$ cat config.mk
export PLATFORM = sky130hd
export DESIGN_NAME = byte_stack_with_rotate
export DESIGN_NICKNAME = d
export VERILOG_FILES = /design/src/design/bsr_pkg.sv /design/src/design/byte_stack_with_rotate.sv /design/src/design/bsr_cell.sv
export SDC_FILE = /design/constraint.sdc
export NUM_CORES = 1
export LEC_CHECK = 0
export ABC_AREA = 1
export BUFFER_PORTS_ARGS = -buffer_cell sky130_fd_sc_hd__buf_2
export CAP_MARGIN = 10
export CORE_MARGIN = 1
export CORE_UTILIZATION = 40
export CTS_CLUSTER_SIZE = 25
export DETAILED_ROUTE_END_ITERATION = 12
export PLACE_DENSITY = 0.6
export SLEW_MARGIN = 20
export SYNTH_ARGS = -nofsm -noshare
export SYNTH_HDL_FRONTEND = slang
export SYNTH_HIERARCHICAL = 1
export SYNTH_SLANG_ARGS = --single-unit
export TNS_END_PERCENT = 5
$ cat constraint.sdc
create_clock -name clk -period 13 [get_ports clk]
set_clock_uncertainty 0.2 [all_clocks]
set_input_delay 2.6 -clock clk [delete_from_list [all_inputs] [get_ports clk]]
set_output_delay 2.6 -clock clk [all_outputs]
set_load 0.1 [all_outputs]
$ cat src/design/bsr_pkg.sv
package bsr_pkg;

	// stack geometry
	localparam int DEPTH = 16;
	localparam int IDX_W = $clog2(DEPTH);
	localparam int CNT_W = $clog2(DEPTH + 1);
	localparam int CAP_W = 5;
	localparam int CMP_W = (CNT_W > CAP_W) ? CNT_W : CAP_W;

	localparam logic [CAP_W-1:0] CAP_RESET = CAP_W'(16);

	// request codes
	typedef enum logic [2:0] {
		ACT_PUSH    = 3'd0,
		ACT_POP     = 3'd1,
		ACT_PEEK    = 3'd2,
		ACT_DUP     = 3'd3,
		ACT_ROT_UP  = 3'd4,
		ACT_ROT_DN  = 3'd5
	} bsr_action_t;

	// result status codes
	typedef enum logic [1:0] {
		ST_OK      = 2'd0,
		ST_FULL    = 2'd1,
		ST_EMPTY   = 2'd2,
		ST_IGNORED = 2'd3
	} bsr_status_t;

	// what every cell does in the cycle
	typedef enum logic [1:0] {
		CELL_HOLD,
		CELL_WRITE,
		CELL_ROT_UP,
		CELL_ROT_DN
	} bsr_cell_op_t;

	typedef struct packed {
		logic [2:0] action;
		logic [7:0] push_value;
		logic [4:0] rotate_depth;
	} bsr_in_t;

	typedef struct packed {
		logic [7:0] read_value;
		logic [1:0] status;
	} bsr_out_t;

	// read side selects of a cell
	typedef struct packed {
		logic [CNT_W-1:0] fill;
		logic [CNT_W-1:0] lo;
	} bsr_tap_sel_t;

	// write side control broadcast to all cells
	typedef struct packed {
		bsr_cell_op_t     op;
		logic [CNT_W-1:0] fill;
		logic [CNT_W-1:0] lo;
		logic [7:0]       wdata;
	} bsr_wr_ctrl_t;

endpackage

$ cat src/design/byte_stack_with_rotate.sv
// Byte LIFO stack with duplicate and rotate requests.
// Request channel: an item (action, push_value, rotate_depth) is taken at a
// rising edge with start high and busy low. busy stays low: every cycle can
// carry a new item.
// Result channel: done pulses for one cycle with read_value and status, in the
// cycle after the item was taken. Each item gives exactly one result.
// Throughput is one item per cycle: the row of entry cells shifts all
// entries of a rotation in the same cycle, and the fill count and result
// register close the loop for the next item. The receiver cannot stall;
// results must be taken as they appear. capacity is written by the user
// through capacity_we / capacity_wdata only while no item is in flight; the
// block does not enforce this. Values above the stack depth act as the depth.
// Reset clears the fill count, sets capacity to 16 and drops done.
// Entry contents are not cleared; only written entries are ever read.
module byte_stack_with_rotate (
	input  logic                           clk,
	input  logic                           arst_n,
	input  logic                           start,
	output logic                           busy,
	input  bsr_pkg::bsr_in_t               cmd,
	input  logic                           capacity_we,
	input  logic [bsr_pkg::CAP_W-1:0]      capacity_wdata,
	output logic                           done,
	output bsr_pkg::bsr_out_t              result
);
	import bsr_pkg::*;

	logic [CAP_W-1:0] capacity_q;
	logic [CNT_W-1:0] fill_q;
	logic             done_q;
	bsr_out_t         result_q;

	logic [7:0] cell_val [DEPTH];
	logic [7:0] top_tap  [DEPTH];
	logic [7:0] lo_tap   [DEPTH];

	logic             accept;
	logic [7:0]       top_val;
	logic [7:0]       lo_val;
	logic             empty;
	logic             full;
	logic             rot_ok;
	logic [CMP_W-1:0] eff_cap;
	logic [CNT_W-1:0] lo;
	bsr_tap_sel_t     tap_sel;
	bsr_wr_ctrl_t     wr_ctrl;
	logic [CNT_W-1:0] fill_d;
	bsr_out_t         result_d;

	assign busy   = 1'b0;
	assign accept = start && !busy;
	assign done   = done_q;
	assign result = result_q;

	// fill and rotation window checks
	assign eff_cap = (CMP_W'(capacity_q) > CMP_W'(DEPTH)) ? CMP_W'(DEPTH) : CMP_W'(capacity_q);
	assign empty   = (fill_q == '0);
	assign full    = (CMP_W'(fill_q) >= eff_cap) || (CMP_W'(fill_q) >= CMP_W'(DEPTH));
	assign rot_ok  = (cmd.rotate_depth != '0) && (CMP_W'(cmd.rotate_depth) <= CMP_W'(fill_q));
	assign lo      = fill_q - CNT_W'(cmd.rotate_depth);

	assign tap_sel.fill = fill_q;
	assign tap_sel.lo   = lo;

	// gather the tapped entries from the row
	always_comb begin
		top_val = '0;
		lo_val  = '0;
		for (int i = 0; i < DEPTH; i++) begin
			top_val = top_val | top_tap[i];
			lo_val  = lo_val | lo_tap[i];
		end
	end

	// decode the item into cell control, next fill and the result
	always_comb begin
		wr_ctrl.op    = CELL_HOLD;
		wr_ctrl.fill  = fill_q;
		wr_ctrl.lo    = lo;
		wr_ctrl.wdata = cmd.push_value;
		fill_d        = fill_q;
		result_d.read_value = 8'd0;
		result_d.status     = ST_OK;
		unique case (cmd.action)
			ACT_PUSH: begin
				if (full) begin
					result_d.status = ST_FULL;
				end else begin
					wr_ctrl.op = CELL_WRITE;
					fill_d     = fill_q + CNT_W'(1);
				end
			end
			ACT_POP, ACT_PEEK: begin
				if (empty) begin
					result_d.status = ST_EMPTY;
				end else begin
					result_d.read_value = top_val;
					if (cmd.action == ACT_POP) begin
						fill_d = fill_q - CNT_W'(1);
					end
				end
			end
			ACT_DUP: begin
				if (empty) begin
					result_d.status = ST_EMPTY;
				end else if (full) begin
					result_d.status = ST_FULL;
				end else begin
					wr_ctrl.op    = CELL_WRITE;
					wr_ctrl.wdata = top_val;
					fill_d        = fill_q + CNT_W'(1);
				end
			end
			ACT_ROT_UP: begin
				if (rot_ok) begin
					wr_ctrl.op    = CELL_ROT_UP;
					wr_ctrl.wdata = top_val;
				end else begin
					result_d.status = ST_IGNORED;
				end
			end
			ACT_ROT_DN: begin
				if (rot_ok) begin
					wr_ctrl.op    = CELL_ROT_DN;
					wr_ctrl.wdata = lo_val;
				end else begin
					result_d.status = ST_IGNORED;
				end
			end
			default: begin
				result_d.status = ST_IGNORED;
			end
		endcase
		if (!accept) begin
			wr_ctrl.op = CELL_HOLD;
			fill_d     = fill_q;
		end
	end

	// row of entry cells, bottom of stack at cell 0
	for (genvar g = 0; g < DEPTH; g++) begin : g_cell
		logic [7:0] below;
		logic [7:0] above;
		if (g == 0) begin : g_bot
			assign below = 8'd0;
		end else begin : g_mid_lo
			assign below = cell_val[g-1];
		end
		if (g == DEPTH - 1) begin : g_top
			assign above = 8'd0;
		end else begin : g_mid_hi
			assign above = cell_val[g+1];
		end
		bsr_cell u_cell (
			.clk       (clk),
			.idx       (IDX_W'(g)),
			.sel       (tap_sel),
			.ctrl      (wr_ctrl),
			.below_val (below),
			.above_val (above),
			.val       (cell_val[g]),
			.top_tap   (top_tap[g]),
			.lo_tap    (lo_tap[g])
		);
	end

	// control state
	always_ff @(posedge clk or negedge arst_n) begin
		if (!arst_n) begin
			capacity_q <= CAP_RESET;
			fill_q     <= '0;
			done_q     <= 1'b0;
		end else begin
			if (capacity_we) begin
				capacity_q <= capacity_wdata;
			end
			fill_q <= fill_d;
			done_q <= accept;
		end
	end

	// result register
	always_ff @(posedge clk) begin
		if (accept) begin
			result_q <= result_d;
		end
	end

	// every taken item gives a result in the next cycle, and only then
	a_done_follows: assert property (@(posedge clk) disable iff (!arst_n)
		accept |=> done)
		else $error("item taken without a result strobe");

	a_no_spurious: assert property (@(posedge clk) disable iff (!arst_n)
		!accept |=> !done)
		else $error("result strobe without an item");

	// the fill count never runs past the row of cells
	a_fill_bound: assert property (@(posedge clk) disable iff (!arst_n)
		CMP_W'(fill_q) <= CMP_W'(DEPTH))
		else $error("fill count beyond stack depth");

	// refused or ignored requests leave the fill count alone
	a_refused_hold: assert property (@(posedge clk) disable iff (!arst_n)
		(done && result.status != ST_OK) |-> $stable(fill_q))
		else $error("refused item changed the fill count");

endmodule

$ cat src/design/bsr_cell.sv
module bsr_cell (
	input  logic                 clk,
	input  logic [bsr_pkg::IDX_W-1:0] idx,
	input  bsr_pkg::bsr_tap_sel_t sel,
	input  bsr_pkg::bsr_wr_ctrl_t ctrl,
	input  logic [7:0]           below_val,
	input  logic [7:0]           above_val,
	output logic [7:0]           val,
	output logic [7:0]           top_tap,
	output logic [7:0]           lo_tap
);
	import bsr_pkg::*;

	logic [7:0]       val_q;
	logic [CNT_W-1:0] pos;
	logic [CNT_W-1:0] pos_up;

	assign pos    = CNT_W'(idx);
	assign pos_up = pos + CNT_W'(1);
	assign val    = val_q;

	// taps for the top entry and the bottom of a rotation
	assign top_tap = (pos_up == sel.fill) ? val_q : 8'd0;
	assign lo_tap  = (pos == sel.lo) ? val_q : 8'd0;

	// entry update from the broadcast control and the neighbors
	always_ff @(posedge clk) begin
		unique case (ctrl.op)
			CELL_WRITE: begin
				if (pos == ctrl.fill) begin
					val_q <= ctrl.wdata;
				end
			end
			CELL_ROT_UP: begin
				if (pos == ctrl.lo) begin
					val_q <= ctrl.wdata;
				end else if (pos > ctrl.lo && pos < ctrl.fill) begin
					val_q <= below_val;
				end
			end
			CELL_ROT_DN: begin
				if (pos_up == ctrl.fill) begin
					val_q <= ctrl.wdata;
				end else if (pos >= ctrl.lo && pos_up < ctrl.fill) begin
					val_q <= above_val;
				end
			end
			default: begin
				val_q <= val_q;
			end
		endcase
	end

endmodule

==> metrics.md <==
| Metric | Value |
|---|---|
| Run status | finished, violations left |
| Violations in the final reports | DRC |
| GR Util All Layers | 25.8% |
| Power Dens Cells | 177 nW/um^2 |
| Commonest non-fill, non-tap cell in the layout | nand2_1 |
| Detail Route Antenna Nets | 0 |
| Total power of the final layout | 4370 uW |
| Type of the worst setup path | in2reg |
| Number of nets in the layout | 4251 |
| Distinct cell type count after synthesis | 47 |
| Sinks on the clock net | 149 |
| Register-to-Register Setup Slack | 7310 ps |
| Leakage power total | 0.0135 uW |
| Row cnt | 84 |
| Total via count in the routed design | 22.2k |
| Floorplan die width | 233 um |
| Quantity of hold-fixing buffers added after cts | 0 |
| Largest net degree at the start of global routing | 63 |
| Total negative setup slack | 0 ps |
| Die area | 54400 um^2 |
| Tightest Hold Check Type | reg2reg |
| Endpoint of the worst-slack reg-to-reg timing path | g_cell[13].u_cell/val[0] |
| Maxcap violations | 0 |
| Worst-margin pin slew | 1200 ps |
| Root buffer cell | clkbuf_16 |
| Maximum VDD drop | 204 uV |
| Initial Utilization | 40.6% |
| Number of synthesis warnings | 6 |
| GPL Wtd Cong | 0.955 |
| CTS Buf Count | 17 |
| Gate count after technology mapping | 3505 |
| Detailed Route Iter0 Violations | 1970 |
| H-tree levels | 4 |
| Syn Area/Cell | 6.11 um^2 |
| Residual DRC count | 2 |
| Startpoint type of the worst setup path | input port |
| Sequential area share after synthesis | 20.7% |
| Vert. Die Dim | 233 um |
| Clock Path Buffers | 2 |
| Clock tree from TritonCTS | done |
| Number of cells upsized or downsized after cts | 0 |
| Rel. slew slack | 19.7% |
| Number of top-level pins | 37 |
| Period minus WS final | 7320 ps |
| Largest fanout on the critical path | 48 |
| Final hold viol count | 0 |
| Final worst-path cycle share | 56.3% |
| Average routed wire per standard cell | 14.9 um |
| Total inserted antenna cells | 0 |
| Sum of net half-perimeters after detailed placement | 52000 um |
| Fraction of final layout cells sized beyond drive strength 1 | 6.70% |
| Core region area | 52800 um^2 |
| Post-CTS setup buffers | 0 |
| Unrepaired setup endpoints after global routing | no |
| Synthesized area | 21400 um^2 |
| Crit Reg-Reg Startpoint | fill_q[2] |
| Clock latency on the worst-skew pair | 460 ps |
| Total congestion overflow after global routing | 0 |
| Max-slew violation total from the final report | 0 |
| First-pass GRT wire length | 108000 um |
| Endpoint kind of the worst setup timing path | register |
| Most used cells in the layout excluding fill and tap cells | nand2_1, inv_1, nor2_1 |
| Final routed wirelength across all metal layers | 69700 um |
| Antenna violations before repair | 1 |
| Worst-case reg-to-reg path depth | 19 |
| Maximum frequency from static timing analysis | 137 MHz |
| Setup Viol. Count Final | 0 |
| Critical path capture point | g_cell[13].u_cell/val[0] |
| Area added between synthesis and finish | 15.6% |
| Via count of the first global-routing pass | 19.9k |
| Clock-pin slew on the worst setup and hold paths | 60 ps |
| Fill count | 5723 |
| Register bit count reported by yosys | 149 |
| CP required | 12990 ps |
| Vias per inst | 4.74 |
| Pre-antenna DRT Iters | 10 |
| Start point of the critical path | cmd[0] |
| Data arrival time at the worst-slack endpoint | 7310 ps |
| Count of buffers from port buffering | 35 |
-- state kept, by name (all words and copies together) (netlist names) --
register,cells
g_cell.u_cell/val,128
result,10
capacity_q,5
fill_q,5
done,1
-- through the flow --
step | cell area, um^2 | util, % | instances | hold slack, ps | setup WS, ps
final | 24700 | 46.9 | 4688 | 343 | 5680
after global routing | 24700 | 46.9 | 4688 | 367 | 5420
after CTS | 24700 | 46.9 | 4688 | 347 | 5810
after detailed placement | 24200 | 45.8 | 4656 | 331 | 5300
after global placement | 24200 | 45.8 | 4656 | 320 | 5450
after floorplan | 23000 | - | 3920 | 302 | 4390
-- kinds of logic (layout without fill, tap and decap cells) --
family	Yosys count	count (layout)	synth area share, %
AOI/OAI and AO/OA	258	258	7.84
DFF	149	149	20.7
xor gates and xnor gates	71	71	3.47
adders and majority gates	239	239	14.0
other	2	417	0.0351
and+or+nand+nor	2082	2082	41.5
muxes	3	3	0.158
buffers and inverters	701	781	12.3
-- how the worst min path moves through the flow --
| stage | slack, ps | end | cells past startpoint | from |
|---|---|---|---|---|
| final | 340 | capacity_q[2] | 1 | capacity_q[2] |
| after global routing | 370 | capacity_q[2] | 1 | capacity_q[2] |
| after CTS | 350 | capacity_q[3] | 1 | capacity_q[3] |
| after detailed placement | 330 | capacity_q[1] | 1 | capacity_q[1] |
| after global placement | 320 | capacity_q[3] | 1 | capacity_q[3] |
| after floorplan | 300 | capacity_q[0] | 2 | capacity_q[0] |
-- layout make-up --
class / instances / area, um^2 / share of cell area, %
clock buffers: 19 / 433 / 1.75
clock inverters: 13 / 158 / 0.637
inverters: 698 / 2620 / 10.6
multi-input cells: 3070 / 16000 / 64.5
flip-flops and latches: 149 / 4430 / 17.9
well taps: 688 / 861 / 3.48
repair buffers: 51 / 295 / 1.19
-- power breakdown --
group          leakage [uW]  total, uW  internal, uW  switching (uW)
sequential          0.00139        690           627            62.3
combinational        0.0118       3160           982            2180
clock              0.000271        518           300             217
total                0.0135       4370          1910            2460
-- worst max-delay path, cell delays in order --
cell and delay, ps:
buf_2 110, ha_1 210, fa_1 420, o21ai_0 460
xor2_4 160, buf_4 700, a211oi_1 100, nand3_1 300
nor2_1 70, nor2_1 130, nand4_1 190, nor2_1 210
nand3_1 100, nand3_1 90, nand2_1 60, inv_1 60
nand3_2 760, o21ai_1 410, o211ai_1 120
-- layer usage --
metal / global-route usage, % / vias up / part of all wire (%)
met2: 42.9 / 633 / 46
li1: - / 11700 / -
met3: 3.00 / 96 / 5.8
met5: 0 / - / 0
met4: 6.60 / 0 / 2.2
met1: 35.2 / 9847 / 46
-- cells in the mapped netlist, drive strengths merged --
cell type,count,area share (%)
conb,2,0.035
nor2,563,10
a31oi,1,0.029
nand4,29,0.95
a21oi,95,2.6
xor2,37,2.1
edfxtp,138,19
o21ai,84,2.6
o22ai,16,0.47
nand2,1041,19
ha,237,14
clkinv,16,0.28
clkbuf,1,0.018
inv,682,12
dfrtp,10,1.2
dfstp,1,0.12
a211oi,16,0.56
xnor2,34,1.4
mux2,3,0.16
fa,2,0.19
nor4,40,1.2
or2,16,0.47
nand3b,18,0.69
nor3,39,1.0
nand3,323,8.1
and2,13,0.38
o211ai,30,1.1
o31ai,16,0.56
buf,2,0.070
Note: power is estimated with default switching activity, not from simulation.
